<file path="config.mk">
export PLATFORM = sky130hd
export DESIGN_NAME = ansi_escape_interpreter
export DESIGN_NICKNAME = d
export VERILOG_FILES = /design/src/hdl/aei_pkg.sv /design/src/hdl/ansi_escape_interpreter.sv /design/src/hdl/aei_front.sv /design/src/hdl/aei_fifo.sv /design/src/hdl/aei_back.sv
export SDC_FILE = /design/constraint.sdc
export NUM_CORES = 1
export LEC_CHECK = 0
export BUFFER_PORTS_ARGS = -buffer_cell sky130_fd_sc_hd__buf_2
export CAP_MARGIN = 30
export CORE_ASPECT_RATIO = 1.25
export CORE_MARGIN = 10
export CORE_UTILIZATION = 35
export DETAILED_ROUTE_END_ITERATION = 6
export GPL_TIMING_DRIVEN = 0
export HOLD_SLACK_MARGIN = 0.1
export PLACE_DENSITY = 0.5
export SLEW_MARGIN = 5
export SYNTH_ARGS = -nofsm -noshare
export SYNTH_HDL_FRONTEND = slang
export SYNTH_SLANG_ARGS = --single-unit
</file>
<file path="constraint.sdc">
create_clock -name clk_i -period 7.5 [get_ports clk_i]
set_input_delay 0.375 -clock clk_i [delete_from_list [all_inputs] [get_ports clk_i]]
set_output_delay 0.375 -clock clk_i [all_outputs]
set_load 0.01 [all_outputs]
</file>
<file path="src/hdl/aei_pkg.sv">
// Shared types and constants for the ANSI escape sequence interpreter.
package aei_pkg;

  localparam int COORD_W = 10;
  localparam int COLOR_W = 4;
  localparam int ACTION_W = 3;
  localparam int BYTE_W = 8;

  localparam logic [BYTE_W-1:0] CH_ESC = 8'h1B;
  localparam logic [BYTE_W-1:0] CH_CSI = 8'h5B;
  localparam logic [BYTE_W-1:0] CH_PRIVATE = 8'h3F;
  localparam logic [BYTE_W-1:0] CH_SEP = 8'h3B;
  localparam logic [BYTE_W-1:0] CH_DIGIT_LO = 8'h30;
  localparam logic [BYTE_W-1:0] CH_DIGIT_HI = 8'h39;
  localparam logic [BYTE_W-1:0] CH_FINAL_LO = 8'h40;
  localparam logic [BYTE_W-1:0] CH_FINAL_HI = 8'h7E;
  localparam logic [BYTE_W-1:0] CH_SGR = 8'h6D;
  localparam logic [BYTE_W-1:0] CH_CUP = 8'h48;
  localparam logic [BYTE_W-1:0] CH_CUU = 8'h41;
  localparam logic [BYTE_W-1:0] CH_CUD = 8'h42;
  localparam logic [BYTE_W-1:0] CH_CUF = 8'h43;
  localparam logic [BYTE_W-1:0] CH_CUB = 8'h44;
  localparam logic [BYTE_W-1:0] CH_CNL = 8'h45;
  localparam logic [BYTE_W-1:0] CH_CPL = 8'h46;
  localparam logic [BYTE_W-1:0] CH_ED = 8'h4A;
  localparam logic [BYTE_W-1:0] CH_DSR = 8'h6E;
  localparam logic [BYTE_W-1:0] CH_SET = 8'h68;
  localparam logic [BYTE_W-1:0] CH_RESET = 8'h6C;

  localparam int ED_ABOVE = 1;
  localparam int ED_ALL = 2;
  localparam int ED_ALL_SCROLL = 3;
  localparam int DSR_POSITION = 6;
  localparam int PRIV_CURSOR = 25;

  localparam int SGR_RESET = 0;
  localparam int SGR_FG_LO = 30;
  localparam int SGR_FG_HI = 37;
  localparam int SGR_FG_DEF = 39;
  localparam int SGR_BG_LO = 40;
  localparam int SGR_BG_HI = 47;
  localparam int SGR_BG_DEF = 49;
  localparam int SGR_FGB_LO = 90;
  localparam int SGR_FGB_HI = 97;
  localparam int SGR_FGB_OFS = 82;
  localparam int SGR_BGB_LO = 100;
  localparam int SGR_BGB_HI = 107;
  localparam int SGR_BGB_OFS = 92;

  localparam logic [COLOR_W-1:0] FG_DEFAULT = 4'd7;
  localparam logic [COLOR_W-1:0] BG_DEFAULT = 4'd0;
  localparam logic [COORD_W-1:0] COLS_DEFAULT = 10'd80;
  localparam logic [COORD_W-1:0] ROWS_DEFAULT = 10'd25;

  typedef enum logic [3:0] {
    CMD_NONE,
    CMD_SGR,
    CMD_CUP,
    CMD_UP,
    CMD_DOWN,
    CMD_RIGHT,
    CMD_LEFT,
    CMD_NEXT_LINE,
    CMD_PREV_LINE,
    CMD_ERASE_ABOVE,
    CMD_ERASE_ALL,
    CMD_REPORT,
    CMD_SHOW,
    CMD_HIDE
  } cmd_op_e;

  typedef enum logic [ACTION_W-1:0] {
    ACT_NONE = 3'd0,
    ACT_UPDATED = 3'd1,
    ACT_ERASE_ABOVE = 3'd2,
    ACT_ERASE_ALL = 3'd3,
    ACT_REPORT = 3'd4
  } action_e;

  typedef struct packed {
    cmd_op_e op;
    logic has_p2;
  } cmd_t;

endpackage

</file>
<file path="src/hdl/ansi_escape_interpreter.sv">
// Top level of the ANSI escape sequence interpreter.
// Bytes of a terminal escape sequence enter on the seq_byte channel, one per
// transaction, and every byte produces exactly one result transaction that
// carries the action code and the cursor, color and visibility state after
// that byte. The parser classifies each byte in the cycle it is accepted and
// writes a command into a two-entry queue; the executor takes one command per
// cycle unless a receiver stall holds its output register, and holds its result in an output register.
// A byte is registered in the queue, then in the output register, before its
// result is valid; one byte per cycle is sustained while the receiver does
// not stall.
// When the receiver stalls, the output register holds its result, the queue
// fills, and seq_byte_stall_o rises once both queue entries are taken.
// Reset leaves no sequence open, the cursor at row 0 column 0, foreground 7,
// background 0, cursor shown, and the screen size at 80 columns by 25 rows.
// Screen size registers sit on the APB port at byte addresses 0 and 4; the user
// must write them only while no transaction is in flight, which is not enforced.
module ansi_escape_interpreter #(
  parameter int PARAM_WIDTH = 16
) (
  input  logic        clk_i,
  input  logic        rst_ni,
  input  logic        seq_byte_valid_i,
  output logic        seq_byte_stall_o,
  input  logic [7:0]  seq_byte_i,
  output logic        result_valid_o,
  input  logic        result_stall_i,
  output logic [2:0]  action_o,
  output logic [9:0]  cursor_col_o,
  output logic [9:0]  cursor_row_o,
  output logic [3:0]  fg_index_o,
  output logic [3:0]  bg_index_o,
  output logic        cursor_visible_o,
  input  logic        psel,
  input  logic        penable,
  input  logic        pwrite,
  input  logic [2:0]  paddr,
  input  logic [31:0] pwdata,
  output logic [31:0] prdata,
  output logic        pready
);
  import aei_pkg::*;

  localparam int QW = $bits(cmd_t) + 2 * PARAM_WIDTH;

  logic [COORD_W-1:0]     cols_q, rows_q;
  logic                   push, pop, q_full, q_empty;
  cmd_t                   f_cmd, b_cmd;
  logic [PARAM_WIDTH-1:0] f_p1, f_p2, b_p1, b_p2;
  logic [QW-1:0]          q_rdata;

  assign pready = 1'b1;
  assign prdata = paddr[2] ? 32'(rows_q) : 32'(cols_q);

  always_ff @(posedge clk_i or negedge rst_ni) begin
    if (!rst_ni) begin
      cols_q <= COLS_DEFAULT;
      rows_q <= ROWS_DEFAULT;
    end else if (psel && penable && pwrite && pready) begin
      if (paddr[2]) begin
        rows_q <= pwdata[COORD_W-1:0];
      end else begin
        cols_q <= pwdata[COORD_W-1:0];
      end
    end
  end

  assign seq_byte_stall_o = q_full;

  aei_front #(
    .PW(PARAM_WIDTH)
  ) u_front (
    .clk_i        (clk_i),
    .rst_ni       (rst_ni),
    .byte_valid_i (seq_byte_valid_i),
    .byte_i       (seq_byte_i),
    .queue_full_i (q_full),
    .push_o       (push),
    .cmd_o        (f_cmd),
    .p1_o         (f_p1),
    .p2_o         (f_p2)
  );

  aei_fifo #(
    .WIDTH(QW),
    .DEPTH(2)
  ) u_queue (
    .clk_i   (clk_i),
    .rst_ni  (rst_ni),
    .push_i  (push),
    .wdata_i ({f_cmd, f_p1, f_p2}),
    .pop_i   (pop),
    .rdata_o (q_rdata),
    .full_o  (q_full),
    .empty_o (q_empty)
  );

  assign {b_cmd, b_p1, b_p2} = q_rdata;

  aei_back #(
    .PW(PARAM_WIDTH)
  ) u_back (
    .clk_i            (clk_i),
    .rst_ni           (rst_ni),
    .cmd_avail_i      (!q_empty),
    .cmd_i            (b_cmd),
    .p1_i             (b_p1),
    .p2_i             (b_p2),
    .cols_i           (cols_q),
    .rows_i           (rows_q),
    .pop_o            (pop),
    .result_valid_o   (result_valid_o),
    .result_stall_i   (result_stall_i),
    .action_o         (action_o),
    .cursor_col_o     (cursor_col_o),
    .cursor_row_o     (cursor_row_o),
    .fg_index_o       (fg_index_o),
    .bg_index_o       (bg_index_o),
    .cursor_visible_o (cursor_visible_o)
  );

endmodule

</file>
<file path="src/hdl/aei_front.sv">
// Byte parser that gathers parameters and classifies each byte into a command.
module aei_front #(
  parameter int PW = 16
) (
  input  logic                     clk_i,
  input  logic                     rst_ni,
  input  logic                     byte_valid_i,
  input  logic [aei_pkg::BYTE_W-1:0] byte_i,
  input  logic                     queue_full_i,
  output logic                     push_o,
  output aei_pkg::cmd_t            cmd_o,
  output logic [PW-1:0]            p1_o,
  output logic [PW-1:0]            p2_o
);
  import aei_pkg::*;

  localparam logic [1:0] PH_IDLE = 2'd0;
  localparam logic [1:0] PH_ESC = 2'd1;
  localparam logic [1:0] PH_BODY = 2'd2;
  localparam logic [PW-1:0] PMAX = '1;

  logic [1:0]    phase_q, phase_d;
  logic          priv_q, priv_d;
  logic [PW-1:0] p1_q, p1_d;
  logic [PW-1:0] p2_q, p2_d;
  logic [1:0]    cnt_q, cnt_d;
  logic [3:0]    digit;

  function automatic logic [PW-1:0] accumulate(input logic [PW-1:0] acc,
                                               input logic [3:0] d);
    logic [PW+3:0] v;
    begin
      v = ({4'd0, acc} << 3) + ({4'd0, acc} << 1) + (PW+4)'(d);
      accumulate = (v > (PW+4)'(PMAX)) ? PMAX : v[PW-1:0];
    end
  endfunction

  assign push_o = byte_valid_i && !queue_full_i;
  assign digit = 4'(byte_i - CH_DIGIT_LO);
  assign p1_o = p1_q;
  assign p2_o = p2_q;

  always_comb begin
    phase_d = phase_q;
    priv_d = priv_q;
    p1_d = p1_q;
    p2_d = p2_q;
    cnt_d = cnt_q;
    cmd_o.op = CMD_NONE;
    cmd_o.has_p2 = (cnt_q != 2'd0);
    if (byte_i == CH_ESC) begin
      phase_d = PH_ESC;
      priv_d = 1'b0;
      p1_d = '0;
      p2_d = '0;
      cnt_d = '0;
    end else if (phase_q == PH_ESC) begin
      if (byte_i == CH_CSI || byte_i == CH_PRIVATE) begin
        phase_d = PH_BODY;
        priv_d = (byte_i == CH_PRIVATE);
        p1_d = '0;
        p2_d = '0;
        cnt_d = '0;
      end else begin
        phase_d = PH_IDLE;
      end
    end else if (phase_q == PH_BODY) begin
      if (byte_i inside {[CH_DIGIT_LO:CH_DIGIT_HI]}) begin
        if (cnt_q == 2'd0) begin
          p1_d = accumulate(p1_q, digit);
        end else if (cnt_q == 2'd1) begin
          p2_d = accumulate(p2_q, digit);
        end
      end else if (byte_i == CH_SEP) begin
        if (cnt_q != 2'd3) begin
          cnt_d = cnt_q + 2'd1;
        end
      end else if (byte_i inside {[CH_FINAL_LO:CH_FINAL_HI]}) begin
        phase_d = PH_IDLE;
        if (priv_q) begin
          if (p1_q == PW'(PRIV_CURSOR) && byte_i == CH_SET) begin
            cmd_o.op = CMD_SHOW;
          end else if (p1_q == PW'(PRIV_CURSOR) && byte_i == CH_RESET) begin
            cmd_o.op = CMD_HIDE;
          end
        end else begin
          case (byte_i)
            CH_SGR: cmd_o.op = CMD_SGR;
            CH_CUP: cmd_o.op = CMD_CUP;
            CH_CUU: cmd_o.op = CMD_UP;
            CH_CUD: cmd_o.op = CMD_DOWN;
            CH_CUF: cmd_o.op = CMD_RIGHT;
            CH_CUB: cmd_o.op = CMD_LEFT;
            CH_CNL: cmd_o.op = CMD_NEXT_LINE;
            CH_CPL: cmd_o.op = CMD_PREV_LINE;
            CH_ED: begin
              if (p1_q == PW'(ED_ABOVE)) begin
                cmd_o.op = CMD_ERASE_ABOVE;
              end else if (p1_q == PW'(ED_ALL) || p1_q == PW'(ED_ALL_SCROLL)) begin
                cmd_o.op = CMD_ERASE_ALL;
              end
            end
            CH_DSR: begin
              if (p1_q == PW'(DSR_POSITION)) begin
                cmd_o.op = CMD_REPORT;
              end
            end
            default: cmd_o.op = CMD_NONE;
          endcase
        end
      end
    end else begin
      phase_d = PH_IDLE;
    end
  end

  always_ff @(posedge clk_i or negedge rst_ni) begin
    if (!rst_ni) begin
      phase_q <= PH_IDLE;
      priv_q <= 1'b0;
      p1_q <= '0;
      p2_q <= '0;
      cnt_q <= '0;
    end else if (push_o) begin
      phase_q <= phase_d;
      priv_q <= priv_d;
      p1_q <= p1_d;
      p2_q <= p2_d;
      cnt_q <= cnt_d;
    end
  end

endmodule

</file>
<file path="src/hdl/aei_fifo.sv">
// Small command queue between the parser and the executor.
module aei_fifo #(
  parameter int WIDTH = 8,
  parameter int DEPTH = 2
) (
  input  logic             clk_i,
  input  logic             rst_ni,
  input  logic             push_i,
  input  logic [WIDTH-1:0] wdata_i,
  input  logic             pop_i,
  output logic [WIDTH-1:0] rdata_o,
  output logic             full_o,
  output logic             empty_o
);

  localparam int AW = (DEPTH > 1) ? $clog2(DEPTH) : 1;
  localparam int CW = $clog2(DEPTH + 1);

  logic [WIDTH-1:0] mem_q [DEPTH];
  logic [AW-1:0]    wptr_q, rptr_q;
  logic [CW-1:0]    count_q;

  assign full_o = (count_q == CW'(DEPTH));
  assign empty_o = (count_q == '0);
  assign rdata_o = mem_q[rptr_q];

  always_ff @(posedge clk_i) begin
    if (push_i) begin
      mem_q[wptr_q] <= wdata_i;
    end
  end

  always_ff @(posedge clk_i or negedge rst_ni) begin
    if (!rst_ni) begin
      wptr_q <= '0;
      rptr_q <= '0;
      count_q <= '0;
    end else begin
      if (push_i) begin
        wptr_q <= (wptr_q == AW'(DEPTH - 1)) ? '0 : wptr_q + AW'(1);
      end
      if (pop_i) begin
        rptr_q <= (rptr_q == AW'(DEPTH - 1)) ? '0 : rptr_q + AW'(1);
      end
      if (push_i && !pop_i) begin
        count_q <= count_q + CW'(1);
      end else if (pop_i && !push_i) begin
        count_q <= count_q - CW'(1);
      end
    end
  end

endmodule

</file>
<file path="src/hdl/aei_back.sv">
// Executor that applies commands to the cursor, color and visibility registers.
module aei_back #(
  parameter int PW = 16
) (
  input  logic                         clk_i,
  input  logic                         rst_ni,
  input  logic                         cmd_avail_i,
  input  aei_pkg::cmd_t                cmd_i,
  input  logic [PW-1:0]                p1_i,
  input  logic [PW-1:0]                p2_i,
  input  logic [aei_pkg::COORD_W-1:0]  cols_i,
  input  logic [aei_pkg::COORD_W-1:0]  rows_i,
  output logic                         pop_o,
  output logic                         result_valid_o,
  input  logic                         result_stall_i,
  output logic [aei_pkg::ACTION_W-1:0] action_o,
  output logic [aei_pkg::COORD_W-1:0]  cursor_col_o,
  output logic [aei_pkg::COORD_W-1:0]  cursor_row_o,
  output logic [aei_pkg::COLOR_W-1:0]  fg_index_o,
  output logic [aei_pkg::COLOR_W-1:0]  bg_index_o,
  output logic                         cursor_visible_o
);
  import aei_pkg::*;

  localparam int VW = ((PW > COORD_W) ? PW : COORD_W) + 1;

  logic                valid_q;
  logic [ACTION_W-1:0] act_q, act_d;
  logic [COORD_W-1:0]  col_q, col_d, row_q, row_d;
  logic [COLOR_W-1:0]  fg_q, fg_d, bg_q, bg_d;
  logic                vis_q, vis_d;
  logic [VW-1:0]       cnt, row_x, col_x, p1_x, p2_x;
  logic [2*COLOR_W-1:0] colors1, colors2;

  function automatic logic [COORD_W-1:0] clamp(input logic [VW-1:0] v,
                                               input logic [COORD_W-1:0] lim);
    logic [COORD_W-1:0] hi;
    begin
      hi = (lim == '0) ? '0 : lim - COORD_W'(1);
      clamp = (v > VW'(hi)) ? hi : v[COORD_W-1:0];
    end
  endfunction

  function automatic logic [2*COLOR_W-1:0] sgr(input logic [PW-1:0] n,
                                               input logic [2*COLOR_W-1:0] c);
    logic [COLOR_W-1:0] f, b;
    begin
      f = c[2*COLOR_W-1:COLOR_W];
      b = c[COLOR_W-1:0];
      if (n == PW'(SGR_RESET)) begin
        f = FG_DEFAULT;
        b = BG_DEFAULT;
      end else if (n >= PW'(SGR_FG_LO) && n <= PW'(SGR_FG_HI)) begin
        f = COLOR_W'(n - PW'(SGR_FG_LO));
      end else if (n >= PW'(SGR_BG_LO) && n <= PW'(SGR_BG_HI)) begin
        b = COLOR_W'(n - PW'(SGR_BG_LO));
      end else if (n >= PW'(SGR_FGB_LO) && n <= PW'(SGR_FGB_HI)) begin
        f = COLOR_W'(n - PW'(SGR_FGB_OFS));
      end else if (n >= PW'(SGR_BGB_LO) && n <= PW'(SGR_BGB_HI)) begin
        b = COLOR_W'(n - PW'(SGR_BGB_OFS));
      end else if (n == PW'(SGR_FG_DEF)) begin
        f = FG_DEFAULT;
      end else if (n == PW'(SGR_BG_DEF)) begin
        b = BG_DEFAULT;
      end
      sgr = {f, b};
    end
  endfunction

  assign pop_o = cmd_avail_i && (!valid_q || !result_stall_i);
  assign result_valid_o = valid_q;
  assign action_o = act_q;
  assign cursor_col_o = col_q;
  assign cursor_row_o = row_q;
  assign fg_index_o = fg_q;
  assign bg_index_o = bg_q;
  assign cursor_visible_o = vis_q;

  assign p1_x = VW'(p1_i);
  assign p2_x = VW'(p2_i);
  assign row_x = VW'(row_q);
  assign col_x = VW'(col_q);
  assign cnt = (p1_i == '0) ? VW'(1) : p1_x;
  assign colors1 = sgr(p1_i, {fg_q, bg_q});
  assign colors2 = cmd_i.has_p2 ? sgr(p2_i, colors1) : colors1;

  always_comb begin
    act_d = ACT_UPDATED;
    col_d = col_q;
    row_d = row_q;
    fg_d = fg_q;
    bg_d = bg_q;
    vis_d = vis_q;
    case (cmd_i.op)
      CMD_SGR: begin
        fg_d = colors2[2*COLOR_W-1:COLOR_W];
        bg_d = colors2[COLOR_W-1:0];
      end
      CMD_CUP: begin
        row_d = clamp((p1_i == '0) ? '0 : p1_x - VW'(1), rows_i);
        col_d = clamp((cmd_i.has_p2 && p2_i != '0) ? p2_x - VW'(1) : '0, cols_i);
      end
      CMD_UP: begin
        row_d = clamp((cnt > row_x) ? '0 : row_x - cnt, rows_i);
        col_d = clamp(col_x, cols_i);
      end
      CMD_DOWN: begin
        row_d = clamp(row_x + cnt, rows_i);
        col_d = clamp(col_x, cols_i);
      end
      CMD_RIGHT: begin
        row_d = clamp(row_x, rows_i);
        col_d = clamp(col_x + cnt, cols_i);
      end
      CMD_LEFT: begin
        row_d = clamp(row_x, rows_i);
        col_d = clamp((cnt > col_x) ? '0 : col_x - cnt, cols_i);
      end
      CMD_NEXT_LINE: begin
        row_d = clamp(row_x + cnt, rows_i);
        col_d = '0;
      end
      CMD_PREV_LINE: begin
        row_d = clamp((cnt > row_x) ? '0 : row_x - cnt, rows_i);
        col_d = '0;
      end
      CMD_ERASE_ABOVE: act_d = ACT_ERASE_ABOVE;
      CMD_ERASE_ALL: act_d = ACT_ERASE_ALL;
      CMD_REPORT: act_d = ACT_REPORT;
      CMD_SHOW: vis_d = 1'b1;
      CMD_HIDE: vis_d = 1'b0;
      default: act_d = ACT_NONE;
    endcase
  end

  always_ff @(posedge clk_i or negedge rst_ni) begin
    if (!rst_ni) begin
      valid_q <= 1'b0;
      act_q <= ACT_NONE;
      col_q <= '0;
      row_q <= '0;
      fg_q <= FG_DEFAULT;
      bg_q <= BG_DEFAULT;
      vis_q <= 1'b1;
    end else if (pop_o) begin
      valid_q <= 1'b1;
      act_q <= act_d;
      col_q <= col_d;
      row_q <= row_d;
      fg_q <= fg_d;
      bg_q <= bg_d;
      vis_q <= vis_d;
    end else if (!result_stall_i) begin
      valid_q <= 1'b0;
    end
  end

endmodule

</file>
==> results of run 1 <==
[worst reg2reg max path: cells and delay by family, from the launching register on]
kind	cells	cell delay, ns
simple gates	8	1.85
buf+inv	7	1.49
mux	2	0.67
fa+ha+maj	3	0.85
flops	1	0.34
compound gates	8	1.88
[timing repair]
action                                  CTS  global route
pin swaps                                 1             0
hold buffers                              1             0
buffers inserted                          1             3
resized for setup                        13            10
hold endpoints to repair                 30             0
endpoints found under the setup margin   20            20
[worst max-delay path by stage]
stage / from / to / cells past startpoint
floorplan: u_queue.rptr_q / u_back.cursor_col_o[0] / 29
global placement: u_queue.rptr_q / u_back.cursor_col_o[0] / 28
detailed placement: u_queue.rptr_q / u_back.cursor_col_o[0] / 29
CTS: u_queue.rptr_q / u_back.cursor_col_o[2] / 28
global route: u_queue.rptr_q / u_back.cursor_row_o[8] / 28
finish: u_queue.rptr_q / u_back.cursor_row_o[8] / 28
[sequential cells by signal, summed over array words and instances (netlist names)]
name                     flops
cols_q                      10
rows_q                      10
u_back.action_o              3
u_back.bg_index_o            4
u_back.cursor_col_o         10
u_back.cursor_row_o         10
u_back.cursor_visible_o      1
u_back.fg_index_o            4
u_back.result_valid_o        1
u_front.cnt_q                2
u_front.p1_o                16
u_front.p2_o                16
u_front.phase_q              2
u_front.priv_q               1
u_queue.count_q              2
u_queue.mem_q               74
u_queue.rptr_q               1
u_queue.wptr_q               1
[per-stage QoR]
stage,instances,hold slack [ns]
CTS,2477,0.1169
floorplan,1788,0.07941
finish,2478,0.1431
detailed placement,2444,0.2826
global route,2478,0.1558
global placement,2435,0.4721
[synth_stat cells, types with 9 or more instances]
cell	instances
a211oi_1	14
a21o_1	27
a21oi_1	95
a221oi_1	9
a31oi_1	34
and2_1	13
and3_1	16
buf_4	24
clkbuf_1	37
dfrtp_1	85
dfstp_2	9
edfxtp_1	74
ha_1	214
inv_1	81
mux2_2	38
mux2i_1	30
nand2_1	113
nand2b_1	30
nand3_1	46
nand4_1	17
nor2_1	152
nor2b_1	34
nor3_1	64
nor3b_1	12
nor4_1	23
o211ai_1	11
o21a_1	28
o21ai_0	102
o21bai_1	14
o22ai_1	12
o31ai_1	16
o32a_1	12
or2_2	11
or3_1	21
xnor2_1	46
xor2_1	36
[kinds of logic (layout without fill, tap and decap cells)]
family                     Yosys count  in the layout  share of synthesized area, %
muxes                               73             73                         5.010
buffers and inverters              158            270                         4.766
AOI/OAI and AO/OA                  466            466                         19.62
DFF                                168            168                         28.78
xor gates and xnor gates            82             82                         4.507
other                                2             23                       0.04713
adders and majority gates          222            222                         17.81
and+or+nand+nor                    596            596                         19.47
[power by group through the flow]
stage                     clock network [uW]  registers (uW)  logic (uW)
final                                    963            1480        4740
after detailed placement                   0            1500        4630
after floorplan                            0            1410        3230
after CTS                                982            1480        4690
after global placement                     0            1500        4550
after global routing                    1020            1510        5210
[area by class of cell]
cell class                 count  share of cell area [%]
timing repair buffer          83                   2.862
buffer                        73                   2.458
sequential                   168                   25.52
inverter                      82                   1.713
clock buffer                  24                   2.750
clock inverter                 8                  0.7241
tap                          578                   4.024
multi-input combinational   1462                   59.95
[routing by layer]
layer	routed length [um]	track usage (%)	part of all wire, %	vias to the layer above
li1	-	-	-	6793
met1	21740	22.03	42	6676
met2	26320	33.99	50	350
met3	2036	3.031	3.9	92
met4	2076	8.221	4.0	0
met5	0	0	0	-
==> metrics.txt, run 1 <==
Sw Ratio 50.09%; gr ovfl total 0; ys flop type dfrtp_1; sequential area share after synthesis 28.78%; I/O Buffers 69; htree depth 4; core box area 45,070 sq um; pin count of the biggest net entering global routing 65; commonest non-fill, non-tap cell in the layout ha_1; final setup fails 0; Max stage delay cell, worst path or4_4; HPWL Detailed 42,340 um; Top delay family on crit path compound AO/OA/AOI/OAI gates; clock-pin slew on the worst setup and hold paths 0.07 ns; final core utilization 39.88%; internal power 3584 uW; top-area cell type share of the netlist area 16.80%; vias in the first global route 14.00k; ys async rst share 55.95%; clk sinks 168; Yosys cell types 98; failing checks design-rule violations; clk root buf clkbuf_16; DR DRC count 3; power share of the combinational group 65.9%; Setup TNS 0 ns; area of placed instances 17,230 sq um; pwr dens 399.7 nW/um^2; min-delay src result_stall_i; Worst-Skew Late Latency 0.46 ns; crit path max fanout 19; vias 13.91k; Hold EP u_back.result_valid_o; synthesized cell area 15,930 sq um; area occupied by multi-input gates 10,770 sq um; Hold Fails Final Rpt 0; post-route minimum period 7.193 ns; P&R area growth vs syn 12.78%; Buf/Inv on CP 7; Max stage delay on crit path 0.54 ns; critical setup path kind flop to flop; Post-Syn Instances 1,767; Inserted Clock Buffers 17; Die W 210.8 um; outcome finished with violations; Yosys warnings 0; Tot Pwr 7182 uW; Sequential Area 4586 sq um; CP Capture Type flop; Worst setup SP type flop; initial antenna violation count 0; LEAKAGE 0.007776 uW; FF-to-FF Start u_queue.rptr_q; global-route wire length before repair 81,390 um; top cells by area, synth ha_1 17%, edfxtp_1 14%, dfrtp_1 13%; area leader, netlist ha_1; routed wire length 52,170 um; Hold Crit Depth 3; fin crit share 95.91%; CP Data Arrival Time 7.55 ns; nets 2,159; Max VDD drop 0.2159 mV; CTS Buffer Depth 2; Routed WL per cell 21.05 um; n_diodes 0; filler instances 4,582; DRT Pass-1 Iters 7; max capacitance violation total 0; min-delay worst type input port to flop; DP Worst Slack -1.447 ns; num rows 87; initial drt markers 885; Seq pwr share 20.6%; die area 54,510 sq um; r2r endpoint u_back.cursor_row_o[8]; Clk pwr share 13.4%; Psw 3598 uW; max-slew violations 0; GRT Overall Usage 19.04%; r2r worst-path depth 28; syn_area_per_cell 9.018 sq um; setup ws final 0.3070 ns; EDFF count, synth 74; Seq cells post-synth 168; initial core utilization 35.36%; critical path required time 7.85 ns; Worst Max-Slew Pin Slew 1.076 ns; fraction of layout cells with a size suffix above 1 13.37%; commonest cells after routing, fill and taps aside 214 x ha_1, 151 x nor2_1, 109 x nand2_1, 101 x o21ai_0, 95 x a21oi_1; TritonCTS clock tree built; clk_skew 0.01465 ns; Routability Congestion 0.9200; Post-DRT Antenna Nets 0; final instance area 17,970 sq um; RSZ-0062 raised after global routing no; Slew HR 27.50%; Top Ports 117; r2r setup slk 0.31 ns; die height 258.6 um; post-DR vias/cell 5.614; f_max 139.0 MHz
(Power assumes the default switching activity.)
==> run 2, diff against run 1 <==
--- a/config.mk
+++ b/config.mk
@@ -7,14 +7,15 @@
 export LEC_CHECK = 0
 export BUFFER_PORTS_ARGS = -buffer_cell sky130_fd_sc_hd__buf_2
 export CAP_MARGIN = 30
+export CELL_PAD_IN_SITES_DETAIL_PLACEMENT = 0
+export CELL_PAD_IN_SITES_GLOBAL_PLACEMENT = 1
 export CORE_ASPECT_RATIO = 1.25
 export CORE_MARGIN = 10
 export CORE_UTILIZATION = 35
 export DETAILED_ROUTE_END_ITERATION = 6
 export GPL_TIMING_DRIVEN = 0
 export HOLD_SLACK_MARGIN = 0.1
-export PLACE_DENSITY = 0.5
-export SLEW_MARGIN = 5
+export PLACE_DENSITY = 0.62
 export SYNTH_ARGS = -nofsm -noshare
 export SYNTH_HDL_FRONTEND = slang
 export SYNTH_SLANG_ARGS = --single-unit
==> run 2 against run 1 <==
- the flow now finishes without violations
- via count is 1.2% lower
- fmax grew 2.0%
- core utilization down 0.15 points
- sequential power is essentially flat
- sequential cell count unchanged
- largest cell class unchanged
- highest routed layer unchanged
==> metrics.txt, run 2 (same netlist as run 1, synthesis figures left out) <==
final std cells w/o fill 2,475 (-0.12%); final setup fails 0 (unchanged); HPWL Detailed 42,790 um (+1.1%); Max stage delay cell, worst path or4_4; internal power 3471 uW (-3.2%); Clk pwr share 12.3% (-1.1 points); filler instances 4,588 (+0.13%); vias in the first global route 13.84k (-1.1%); P&R area growth vs syn 12.36%; Top delay family on crit path compound AO/OA/AOI/OAI gates; outcome finished, final reports clean; fin crit share 94.05% (-1.9 points); Worst-Skew Late Latency 0.47 ns (about the same); hold_ws 0.1384 ns (-0.004694 ns); Psw 3682 uW (+2.3%); post-route minimum period 7.053 ns (-0.1396 ns); gr ovfl total 0 (unchanged); nets 2,156 (-0.14%); Seq pwr share 20.7% (about the same); LEAKAGE 0.007737 uW (-0.50%); RSZ-0062 raised after global routing no; htree depth 4 (unchanged); Hold Fails Final Rpt 0 (unchanged); r2r setup slk 0.45 ns (+0.14 ns); critical path required time 7.91 ns (+0.06 ns); n_diodes 0 (unchanged); GRT Overall Usage 18.98% (-0.061 points); initial drt markers 867 (-2.0%); Critical Path Most Common Cell buf_6; Worst setup SP type flop; clock-pin slew on the worst setup and hold paths 0.08 ns (about the same); Max VDD drop 0.2100 mV (-2.7%); initial core utilization 35.36% (unchanged); routed wire length 52,110 um (-0.12%); I/O Buffers 69 (unchanged); post-DR vias/cell 5.552 (-1.1%); DRT Pass-1 Iters 5 (-2); fraction of layout cells with a size suffix above 1 13.55% (+0.18 points); Post-DRT Antenna Nets 0 (unchanged); Max stage delay on crit path 0.54 ns (about the same); Routability Congestion 0.9300 (+1.1%); critical setup path kind flop to flop; crit path max fanout 19 (unchanged); DR DRC count 0 (-3); setup ws final 0.4466 ns (+0.1396 ns); CP Data Arrival Time 7.46 ns (-0.09 ns); Top Ports 117 (unchanged); Worst Max-Slew Pin Slew 0.9661 ns (-0.1100 ns); max capacitance violation total 0 (unchanged); max-slew violations 0 (unchanged); Biggest register u_queue.mem_q; Buf/Inv on CP 6 (-1); Die W 210.8 um (unchanged); Slew HR 33.75% (+6.2 points); TritonCTS clock tree built; DP Worst Slack -1.064 ns (+0.3834 ns); power share of the combinational group 66.9% (+1.0 points); number of flip-flops in the largest register 74 (unchanged); f_max 141.8 MHz (+2.0%); clk_skew 0.02489 ns (+0.01024 ns); clk sinks 168 (unchanged); commonest cells after routing, fill and taps aside 213 x ha_1, 151 x nor2_1, 110 x nand2_1, 99 x o21ai_0, 95 x a21oi_1; CP Capture Type flop; num rows 87 (unchanged); core box area 45,070 sq um (unchanged); global-route wire length before repair 80,560 um (-1.0%); Sw Ratio 51.47% (+1.4 points); clk root buf clkbuf_16; min-delay worst type input port to flop; pin count of the biggest net entering global routing 49 (-25%); pwr dens 399.5 nW/um^2 (about the same); die height 258.6 um (unchanged); CTS Buffer Depth 2 (unchanged); Inserted Clock Buffers 17 (unchanged); Routed WL per cell 21.06 um (about the same); die area 54,510 sq um (unchanged); vias 13.74k (-1.2%); Setup TNS 0 ns (unchanged); placed insts 2,442 (-0.082%); initial antenna violation count 0 (unchanged); commonest non-fill, non-tap cell in the layout ha_1
==> run 2: changes by cell type in the layout (fill, tap and decap cells not counted), sizes merged <==
cell      before  now
buf          120  118
bufinv         3    0
clkbuf        59   51
clkinv         1    4
clkinvlp       1    3
inv           85   90
==> run 2: power by group through the flow <==
stage / Combinational (uW) / Clock, uW / Sequential (uW)
after detailed placement: 4650 / 0 / 1500
after CTS: 4700 / 907 / 1480
after floorplan: 3230 / 0 / 1410
after global placement: 4600 / 0 / 1500
final: 4790 / 883 / 1480
after global routing: 5270 / 945 / 1510
==> run 2: layout make-up <==
cell class              instances  area (sq um)  share of cell area [%]
clock inverters                15         155.1                  0.8666
repair buffers                 81         475.5                   2.656
flip-flops and latches        168          4586                   25.61
well taps                     578         723.2                   4.039
multi-input cells            1462         10790                   60.28
plain buffers                  72         437.9                   2.446
clock buffers                  17         425.4                   2.376
inverters                      82         307.8                   1.719
==> run 2: per-stage QoR <==
| stage | total power [uW] | utilization [%] | cell area (sq um) |
|---|---|---|---|
| after CTS | 7093 | 39.55 | 17820 |
| after global routing | 7717 | 39.73 | 17900 |
| final | 7153 | 39.73 | 17900 |
| after global placement | 6095 | 37.90 | 17080 |
| after detailed placement | 6145 | 38.14 | 17190 |
| after floorplan | 4643 | - | 16010 |
==> run 2: worst paths after layout <==
path                                  startpoint                     end  depth (start not counted)
hold / removal                    result_stall_i   u_back.result_valid_o                          3
max in group asynchronous                 rst_ni         u_front.p2_o[7]                          3
min in group asynchronous                 rst_ni               rows_q[2]                          2
hold reg to reg            u_back.result_valid_o   u_back.result_valid_o                          2
setup reg to reg                  u_queue.rptr_q  u_back.cursor_col_o[2]                         25
setup / recovery                  u_queue.rptr_q  u_back.cursor_col_o[2]                         25
==> run 2: routing by layer <==
metal / GRT usage [%] / share of wire (%)
met5: 0 / 0
met4: 7.637 / 3.5
met3: 2.669 / 2.9
met2: 34.69 / 52
met1: 21.71 / 42
==> run 2: worst min-delay path: cells and delay by family <==
kind / cells / cell delay, ns
AND/OR/NAND/NOR: 2 / 0.10
buffers and inverters: 1 / 0.07
==> run 2: timing repair <==
action                                  in CTS  in global routing
hold buffers                                 1                  0
endpoints found under the setup margin      20                 20
endpoints found under the hold margin       37                  0
buffers inserted                             0                  4
resized for setup                           14                 14
pin swaps                                    0                  2
